## src/rtl/midpoint_circle_rasterizer_defines.svh

```systemverilog
// -----------------------------------------------------------------------------
// midpoint_circle_rasterizer_defines.svh
// Assertion macros shared by the rasterizer RTL.
// -----------------------------------------------------------------------------
`ifndef MIDPOINT_CIRCLE_RASTERIZER_DEFINES_SVH
`define MIDPOINT_CIRCLE_RASTERIZER_DEFINES_SVH

// Same-cycle implication, disabled while reset is asserted (active low).
`define MCR_ASSERT_IMPLY(lbl, clk, rst_n, ante, cons, msg) \
	lbl: assert property (@(posedge clk) disable iff (!(rst_n)) (ante) |-> (cons)) \
		else $error(msg);

// Next-cycle implication, disabled while reset is asserted (active low).
`define MCR_ASSERT_NEXT(lbl, clk, rst_n, ante, cons, msg) \
	lbl: assert property (@(posedge clk) disable iff (!(rst_n)) (ante) |=> (cons)) \
		else $error(msg);

`endif

```

## src/rtl/mcr_pkg.sv

```systemverilog
// -----------------------------------------------------------------------------
// mcr_pkg
// Types and constants of the midpoint circle rasterizer.
// -----------------------------------------------------------------------------
package mcr_pkg;

	localparam int COORD_BITS = 10;
	localparam int OUT_BITS   = COORD_BITS + 2;
	localparam int ERR_BITS   = COORD_BITS + 3;
	localparam int COLOR_BITS = 8;
	localparam int CFG_IDX_BITS = 2;

	// command codes
	localparam logic CMD_START = 1'b0;
	localparam logic CMD_TICK  = 1'b1;

	// configuration register indexes
	localparam logic [CFG_IDX_BITS-1:0] REG_FG_RED   = 2'd0;
	localparam logic [CFG_IDX_BITS-1:0] REG_FG_GREEN = 2'd1;
	localparam logic [CFG_IDX_BITS-1:0] REG_FG_BLUE  = 2'd2;

	typedef struct packed {
		logic                  command;
		logic [COORD_BITS-1:0] center_x;
		logic [COORD_BITS-1:0] center_y;
		logic [COORD_BITS-1:0] radius;
		logic                  filled;
	} in_item_t;

	typedef struct packed {
		logic signed [OUT_BITS-1:0] pixel_x;
		logic signed [OUT_BITS-1:0] pixel_y;
		logic [COLOR_BITS-1:0]      red;
		logic [COLOR_BITS-1:0]      green;
		logic [COLOR_BITS-1:0]      blue;
		logic                       pixel_valid;
		logic                       last;
	} out_item_t;

	typedef struct packed {
		logic [COLOR_BITS-1:0] red;
		logic [COLOR_BITS-1:0] green;
		logic [COLOR_BITS-1:0] blue;
	} color_t;

	// figure state carried from one transaction to the next
	typedef struct packed {
		logic [COORD_BITS-1:0]      centre_col;
		logic [COORD_BITS-1:0]      centre_row;
		logic signed [COORD_BITS:0] major_offset;
		logic signed [COORD_BITS:0] minor_offset;
		logic signed [ERR_BITS-1:0] decision_error;
		logic [2:0]                 octant_index;
		logic [COORD_BITS-1:0]      circle_size;
		logic                       fill_mode;
		logic                       active;
	} fig_state_t;

endpackage

```

## src/rtl/mcr_step.sv

```systemverilog
// -----------------------------------------------------------------------------
// mcr_step
// One rasterizer step: from the current figure state and one input
// transaction, the next state and the result transaction.
// -----------------------------------------------------------------------------
module mcr_step (
	input  mcr_pkg::in_item_t   item,
	input  mcr_pkg::fig_state_t st,
	input  mcr_pkg::color_t     color,
	output mcr_pkg::fig_state_t st_nxt,
	output mcr_pkg::out_item_t  res
);

	localparam int CB = mcr_pkg::COORD_BITS;
	localparam int OB = mcr_pkg::OUT_BITS;
	localparam int EB = mcr_pkg::ERR_BITS;
	localparam int MB = CB + 1;
	localparam int W  = CB + 4;

	localparam logic [2:0] OCT_XY   = 3'd0;
	localparam logic [2:0] OCT_YX   = 3'd1;
	localparam logic [2:0] OCT_NXY  = 3'd2;
	localparam logic [2:0] OCT_NYX  = 3'd3;
	localparam logic [2:0] OCT_NXNY = 3'd4;
	localparam logic [2:0] OCT_NYNX = 3'd5;
	localparam logic [2:0] OCT_XNY  = 3'd6;
	localparam logic [2:0] OCT_YNX  = 3'd7;

	logic [CB-1:0]        start_r;
	logic [CB-1:0]        next_r;
	logic signed [OB-1:0] x_w;
	logic signed [OB-1:0] y_w;
	logic signed [OB-1:0] dx;
	logic signed [OB-1:0] dy;
	logic signed [W-1:0]  x1;
	logic signed [W-1:0]  y1;
	logic signed [W-1:0]  err1;
	logic                 fin;

	assign start_r = item.filled ? (item.radius - CB'(1)) : item.radius;
	assign next_r  = st.circle_size - CB'(1);

	assign x_w = OB'(st.major_offset);
	assign y_w = OB'(st.minor_offset);

	always_comb begin
		unique case (st.octant_index)
			OCT_XY:   begin dx = x_w;  dy = y_w;  end
			OCT_YX:   begin dx = y_w;  dy = x_w;  end
			OCT_NXY:  begin dx = -x_w; dy = y_w;  end
			OCT_NYX:  begin dx = -y_w; dy = x_w;  end
			OCT_NXNY: begin dx = -x_w; dy = -y_w; end
			OCT_NYNX: begin dx = -y_w; dy = -x_w; end
			OCT_XNY:  begin dx = x_w;  dy = -y_w; end
			OCT_YNX:  begin dx = y_w;  dy = -x_w; end
		endcase
	end

	// midpoint update at the end of an iteration
	always_comb begin
		y1 = W'(st.minor_offset) + W'(1);
		if (st.decision_error < 0) begin
			x1   = W'(st.major_offset);
			err1 = W'(st.decision_error) + (y1 <<< 1) + W'(1);
		end else begin
			x1   = W'(st.major_offset) - W'(1);
			err1 = W'(st.decision_error) + ((y1 - x1 + W'(1)) <<< 1);
		end
	end

	always_comb begin
		st_nxt = st;
		res    = '0;
		fin    = 1'b0;
		if (item.command == mcr_pkg::CMD_START) begin
			st_nxt.centre_col = item.center_x;
			st_nxt.centre_row = item.center_y;
			st_nxt.fill_mode  = item.filled;
			if (item.filled && (item.radius == '0)) begin
				st_nxt.active = 1'b0;
			end else begin
				st_nxt.circle_size    = start_r;
				st_nxt.major_offset   = MB'({1'b0, start_r});
				st_nxt.minor_offset   = '0;
				st_nxt.decision_error = EB'(1) - EB'({1'b0, start_r});
				st_nxt.octant_index   = OCT_XY;
				st_nxt.active         = 1'b1;
			end
		end else if (st.active) begin
			if (st.octant_index == OCT_YNX) begin
				st_nxt.octant_index   = OCT_XY;
				st_nxt.major_offset   = MB'(x1);
				st_nxt.minor_offset   = MB'(y1);
				st_nxt.decision_error = EB'(err1);
				if (x1 < y1) begin
					if (st.fill_mode && (st.circle_size != '0)) begin
						// drop to the next smaller concentric circle
						st_nxt.circle_size    = next_r;
						st_nxt.major_offset   = MB'({1'b0, next_r});
						st_nxt.minor_offset   = '0;
						st_nxt.decision_error = EB'(1) - EB'({1'b0, next_r});
					end else begin
						st_nxt.active = 1'b0;
						fin           = 1'b1;
					end
				end
			end else begin
				st_nxt.octant_index = st.octant_index + 3'd1;
			end
			res.pixel_x     = OB'({2'b00, st.centre_col}) + dx;
			res.pixel_y     = OB'({2'b00, st.centre_row}) + dy;
			res.red         = color.red;
			res.green       = color.green;
			res.blue        = color.blue;
			res.pixel_valid = 1'b1;
			res.last        = fin;
		end
	end

endmodule

```

## src/rtl/midpoint_circle_rasterizer.sv

```systemverilog
// -----------------------------------------------------------------------------
// midpoint_circle_rasterizer
// Midpoint circle pixel generator with outline and filled modes.
// -----------------------------------------------------------------------------
// Every input transaction yields exactly one result transaction: a start
// returns an empty result (pixel_valid low), each tick returns the next pixel
// of an active figure, eight octant points per iteration (an empty result
// once the figure is done), and last marks the final pixel. The block accepts
// one transaction per clock while the input is not stalled. An accepted
// transaction is held in the input register, its result in the output
// register. The input stalls only while both registers hold a transaction and
// the output is stalled. The figure state (offsets, decision error, octant) is
// updated once per transaction by the step logic between those two registers.
// Color registers are sampled when a tick is processed.
// -----------------------------------------------------------------------------
`include "midpoint_circle_rasterizer_defines.svh"

module midpoint_circle_rasterizer (
	input  logic                                 clk,
	input  logic                                 arst_n,
	input  logic                                 in_valid,
	output logic                                 in_stall,
	input  mcr_pkg::in_item_t                    in_data,
	output logic                                 out_valid,
	input  logic                                 out_stall,
	output mcr_pkg::out_item_t                   out_data,
	input  logic                                 cfg_we,
	input  logic [mcr_pkg::CFG_IDX_BITS-1:0]     cfg_index,
	input  logic [mcr_pkg::COLOR_BITS-1:0]       cfg_data
);

	logic                v_s1;
	mcr_pkg::in_item_t   item_s1;
	logic                v_s2;
	mcr_pkg::out_item_t  res_s2;
	mcr_pkg::fig_state_t st_q;
	mcr_pkg::fig_state_t st_nxt;
	mcr_pkg::out_item_t  res;
	mcr_pkg::color_t     color_q;
	logic                accept;
	logic                adv;

	assign adv      = v_s1 && (!v_s2 || !out_stall);
	assign in_stall = v_s1 && !adv;
	assign accept   = in_valid && !in_stall;

	mcr_step u_step (
		.item   (item_s1),
		.st     (st_q),
		.color  (color_q),
		.st_nxt (st_nxt),
		.res    (res)
	);

	always_ff @(posedge clk or negedge arst_n) begin
		if (!arst_n) begin
			v_s1    <= 1'b0;
			v_s2    <= 1'b0;
			st_q    <= '0;
			color_q <= '0;
		end else begin
			if (accept) begin
				v_s1 <= 1'b1;
			end else if (adv) begin
				v_s1 <= 1'b0;
			end
			if (adv) begin
				v_s2 <= 1'b1;
				st_q <= st_nxt;
			end else if (!out_stall) begin
				v_s2 <= 1'b0;
			end
			if (cfg_we) begin
				unique case (cfg_index)
					mcr_pkg::REG_FG_RED:   color_q.red   <= cfg_data;
					mcr_pkg::REG_FG_GREEN: color_q.green <= cfg_data;
					mcr_pkg::REG_FG_BLUE:  color_q.blue  <= cfg_data;
					default: ;
				endcase
			end
		end
	end

	// payload registers, no reset
	always_ff @(posedge clk) begin
		if (accept) begin
			item_s1 <= in_data;
		end
		if (adv) begin
			res_s2 <= res;
		end
	end

	assign out_valid = v_s2;
	assign out_data  = res_s2;

	`MCR_ASSERT_IMPLY(a_stall_needs_item, clk, arst_n, in_stall, v_s1 && v_s2 && out_stall,
		"input stalled without a blocked transaction")
	`MCR_ASSERT_NEXT(a_s1_held, clk, arst_n, v_s1 && in_stall, v_s1 && $stable(item_s1),
		"input register lost a stalled transaction")
	`MCR_ASSERT_IMPLY(a_blank_result, clk, arst_n, v_s2 && !res_s2.pixel_valid,
		res_s2.pixel_x == '0 && res_s2.pixel_y == '0 && res_s2.red == '0 &&
		res_s2.green == '0 && res_s2.blue == '0 && !res_s2.last,
		"empty result carries nonzero fields")
	`MCR_ASSERT_IMPLY(a_last_is_pixel, clk, arst_n, v_s2 && res_s2.last, res_s2.pixel_valid,
		"last flag on a result without a pixel")

endmodule
```

## config.mk

```make
export PLATFORM = sky130hd
export DESIGN_NAME = midpoint_circle_rasterizer
export DESIGN_NICKNAME = d
export VERILOG_FILES = /design/src/rtl/mcr_pkg.sv /design/src/rtl/mcr_step.sv /design/src/rtl/midpoint_circle_rasterizer.sv
export VERILOG_INCLUDE_DIRS = /design/src /design/src/rtl
export SDC_FILE = /design/constraint.sdc
export NUM_CORES = 1
export LEC_CHECK = 0
export BUFFER_PORTS_ARGS = -buffer_cell sky130_fd_sc_hd__buf_2
export CAP_MARGIN = 0
export CORE_ASPECT_RATIO = 1.25
export CORE_MARGIN = 2
export CORE_UTILIZATION = 30
export CTS_CLUSTER_SIZE = 12
export DETAILED_ROUTE_END_ITERATION = 16
export GPL_ROUTABILITY_DRIVEN = 0
export GPL_TIMING_DRIVEN = 0
export PLACE_DENSITY = 0.57
export SLEW_MARGIN = 20
export SYNTH_ARGS = -nofsm -noshare
export SYNTH_HDL_FRONTEND = slang
export SYNTH_SLANG_ARGS = --single-unit
export TNS_END_PERCENT = 50
```

## constraint.sdc

```tcl
create_clock -name clk -period 7.9 [get_ports clk]
set_input_delay 1.975 -clock clk [delete_from_list [all_inputs] [get_ports clk]]
set_output_delay 1.975 -clock clk [all_outputs]
set_load 0.02 [all_outputs]
```

==> impl_metrics.xml <==
<?xml version="1.0" encoding="UTF-8"?>
<metrics>
  <group name="route">
    <metric name="drt-initial-drc-count" unit="">682</metric>
    <metric name="num_vias" unit="">10460</metric>
    <metric name="routed_wl" unit="mm">35.72</metric>
    <metric name="drc" unit="">0</metric>
    <metric name="vias_per_cell" unit="">5.324</metric>
    <metric name="routedWlPerCell" unit="µm">18.19</metric>
    <metric name="detailedRoute.firstPassIterationCount" unit="">6</metric>
    <metric name="detail-route-antenna-nets" unit="">0</metric>
  </group>
  <group name="layout">
    <metric name="final_cell_area" unit="µm²">14110</metric>
    <metric name="post_route_cells_drive_above_1_share" unit="%">15.80</metric>
    <metric name="nNetsFinal" unit="">1544</metric>
    <metric name="syn2layout_area_growth" unit="%">14.82</metric>
    <metric name="final_cell_count_no_fill" unit="">1964</metric>
    <metric name="num_antenna_cells" unit="">0</metric>
  </group>
  <group name="clocking">
    <metric name="buffer_type_at_the_clock_tree_root" unit="">clkbuf_16</metric>
    <metric name="cts.sink_count" unit="">178</metric>
    <metric name="clock_tree_from_tritoncts" unit="">yes</metric>
    <metric name="number_of_gates_resized_after_cts" unit="">0</metric>
    <metric name="clk_path_buf_depth" unit="">2</metric>
    <metric name="worst_skew_pair.late_latency" unit="ns">0.47</metric>
    <metric name="cts_h_tree_lvls" unit="">4</metric>
    <metric name="postCtsSetupRepairBufs" unit="">0</metric>
    <metric name="clk_pin_slew" unit="ns">0.07</metric>
    <metric name="cts_made_buffers" unit="">17</metric>
    <metric name="hold_buffers" unit="">0</metric>
  </group>
  <group name="sta">
    <metric name="report.final.hold_viol_count" unit="">0</metric>
    <metric name="fin_crit_sh" unit="%">68.84</metric>
    <metric name="final-setup-viol-count" unit="">0</metric>
    <metric name="slew_violations" unit="">0</metric>
    <metric name="finClkSkew" unit="ns">0.01727</metric>
    <metric name="rsz_0062_raised_after_global_routing" unit="">false</metric>
    <metric name="max_slew.worst_pin.slew" unit="ns">0.9804</metric>
    <metric name="final.setup.tns" unit="ns">0</metric>
    <metric name="post-route-min-period" unit="ns">5.438</metric>
    <metric name="max-slew-margin-rel" unit="%">34.64</metric>
    <metric name="achievable-frequency" unit="MHz">183.9</metric>
  </group>
  <group name="place">
    <metric name="port_buffers" unit="">98</metric>
    <metric name="dpl.cell_count" unit="">1932</metric>
    <metric name="dpl_wire_length" unit="mm">27.66</metric>
    <metric name="placedInstanceArea" unit="µm²">13540</metric>
  </group>
  <group name="logic_synthesis">
    <metric name="synth-edff-count" unit="">82</metric>
    <metric name="synth-seq-area-share" unit="%">39.58</metric>
    <metric name="count_of_mapped_cells_out_of_synthesis" unit="">1285</metric>
    <metric name="yosys_cell_types" unit="">90</metric>
    <metric name="synth_ff_type" unit="">dfrtp_1</metric>
    <metric name="netlist_area" unit="µm²">12290</metric>
    <metric name="synth_fp_nets" unit="">1424</metric>
    <metric name="synth_top_area_cell" unit="">edfxtp_1</metric>
    <metric name="ys_top_cells_by_count" unit="">113 x nand2_1, 109 x nor2_1, 96 x dfrtp_1</metric>
    <metric name="warnings_synthesis" unit="">0</metric>
    <metric name="ys_seq_elements" unit="">178</metric>
    <metric name="post_synth_main_area_contributors" unit="">edfxtp_1 20%, dfrtp_1 20%, ha_1 8.9%</metric>
    <metric name="asyncSetResetFlopFracSynth" unit="%">53.93</metric>
    <metric name="avgSynthCellArea" unit="µm²">9.564</metric>
    <metric name="synth_largest_type_area_fraction" unit="%">20.04</metric>
    <metric name="post-synth-top-count-cell" unit="">nand2_1</metric>
  </group>
  <group name="floorplanning">
    <metric name="rows" unit="">82</metric>
    <metric name="initial_utilization" unit="%">30.56</metric>
    <metric name="floorplan.die.height" unit="µm">230.3</metric>
    <metric name="floorplan.die_area" unit="µm²">42610</metric>
    <metric name="boundaryPins" unit="">99</metric>
    <metric name="core" unit="µm²">40220</metric>
    <metric name="die-width" unit="µm">185.0</metric>
  </group>
  <group name="global_route">
    <metric name="track_usage" unit="%">17.00</metric>
    <metric name="grt_max_degree" unit="">56</metric>
    <metric name="gr_ovfl_total" unit="">0</metric>
    <metric name="first_global_vias" unit="">10320</metric>
    <metric name="grt_antenna_before_repair" unit="">0</metric>
    <metric name="grt_first_pass_wirelength" unit="mm">55.92</metric>
  </group>
  <group name="setup_path">
    <metric name="crit_path_max_fanout" unit="">8</metric>
    <metric name="startpoint_kind_of_the_worst_setup_timing_path" unit="">flip-flop</metric>
    <metric name="cp-end-kind" unit="">flip-flop</metric>
    <metric name="critPathRequiredTime" unit="ns">8.30</metric>
    <metric name="rrSetupSlack" unit="ns">2.46</metric>
    <metric name="worst-r2r-cell-count" unit="">18</metric>
    <metric name="critical-path-top-cell-by-count" unit="">ha_1</metric>
    <metric name="critical_path.slowest_cell" unit="">dfrtp_1</metric>
    <metric name="worst_path_largest_cell_delay" unit="ns">0.51</metric>
    <metric name="cp_data_arrival_time" unit="ns">5.84</metric>
    <metric name="critical_path.cell_chain" unit="">inv_1 -&gt; ha_1 -&gt; nor3b_2 -&gt; nand2_1 -&gt; xor2_1 -&gt; ha_1 -&gt; ha_1 -&gt; and3_1 -&gt; a221o_1 -&gt; o41ai_1 -&gt; xnor2_1 -&gt; ha_1 -&gt; a21o_1 -&gt; a41oi_1 -&gt; xnor2_1 -&gt; nor2_1 -&gt; a211o_1 -&gt; a21oi_1</metric>
    <metric name="timing_worst_setup_path_type" unit="">flip-flop to flip-flop</metric>
  </group>
  <group name="pwr">
    <metric name="irDropWorstVdd" unit="mV">0.2159</metric>
    <metric name="power_density" unit="nW/µm²">416.1</metric>
    <metric name="power_leakage" unit="µW">0.005849</metric>
  </group>
  <group name="hold_path">
    <metric name="min_delay_path_depth" unit="">1</metric>
    <metric name="timing.hold.worst.class" unit="">flip-flop to flip-flop</metric>
  </group>
  <group name="run">
    <metric name="maxCapViolCount" unit="">0</metric>
  </group>
  <group name="run_status">
    <metric name="result_of_the_run" unit="">finished clean</metric>
  </group>
</metrics>
-- layer usage --
| layer | track usage [%] | up-vias | wire length, µm |
|---|---|---|---|
| li1 | - | 4954 | - |
| met1 | 19.56 | 5083 | 14450 |
| met2 | 29.96 | 320 | 17920 |
| met3 | 2.360 | 99 | 1496 |
| met4 | 9.648 | 0 | 1855 |
| met5 | 0 | - | 0 |
-- path summary, 6_finish.rpt --
check / to / startpoint
min in group asynchronous: st_q[57] / arst_n
min reg2reg: st_q[55] / item_s1[16]
max in group asynchronous: color_q[2] / arst_n
max reg2reg: st_q[26] / st_q[39]
min: st_q[55] / item_s1[16]
max: st_q[26] / st_q[39]
-- sequential cells by signal (all words and copies together) (netlist names) --
register,flops
color_q,24
out_valid,1
v_s1,1
item_s1,32
out_data,50
st_q,70
-- stage by stage --
step	util, %	setup slack [ns]	total power [µW]	hold WS, ns
final	35.09	2.462	5871	0.4808
after global routing	35.09	2.112	6343	0.4977
after CTS	35.09	2.491	5864	0.4864
after detailed placement	33.67	2.519	5019	0.4661
after global placement	33.47	2.313	4948	0.4602
after floorplan	-	3.496	4095	0.4539
-- cell usage in the layout (no fill, tap or decap), types with 16 or more instances in the layout --
cell type / instances
xnor2_1: 58
inv_1: 56
nor2_1: 109
xor2_1: 38
nand3_1: 35
a21o_1: 19
edfxtp_1: 82
a21oi_1: 74
nor3_1: 36
buf_2: 107
dfrtp_1: 96
nand2_1: 113
and3_1: 35
o21ai_0: 60
clkbuf_1: 49
o21ai_1: 17
mux2_2: 48
ha_1: 87
clkbuf_16: 17
a31oi_1: 16
-- cell families (layout without fill, tap and decap cells) --
group	count (synthesis)	after routing	share of synthesized area (%)
compound gates	331	331	18.23
xor+xnor	96	96	6.842
fa+ha+maj	92	92	9.672
buf+inv	124	257	4.072
flops	178	178	39.58
mux	53	53	4.806
simple gates	411	411	16.79
-- critical path, delay by kind of cell, from the launching register on --
kind	cells	cell delay, ns
compound gates	6	1.63
fa+ha+maj	4	1.31
simple gates	4	1.09
xor+xnor	3	0.67
flops	1	0.51
buf+inv	1	0.18
-- where the power goes --
part / total (µW) / switching, µW / internal (µW) / leakage (µW)
Combinational: 3700 / 2220 / 1470 / 0.00361
Clock: 831 / 414 / 416 / 0.000269
Sequential: 1350 / 154 / 1190 / 0.00197
-- cell type report --
type                       instances  area, µm²
tap                              546      683.2
buffer                            65      279.0
timing repair buffer             101      564.3
inverter                          59      221.5
clock buffer                      17      425.4
fill                            4100      26110
clock inverter                    15      142.6
multi-input combinational        983       6930
sequential                       178       4865
(Power assumes the default switching activity.)
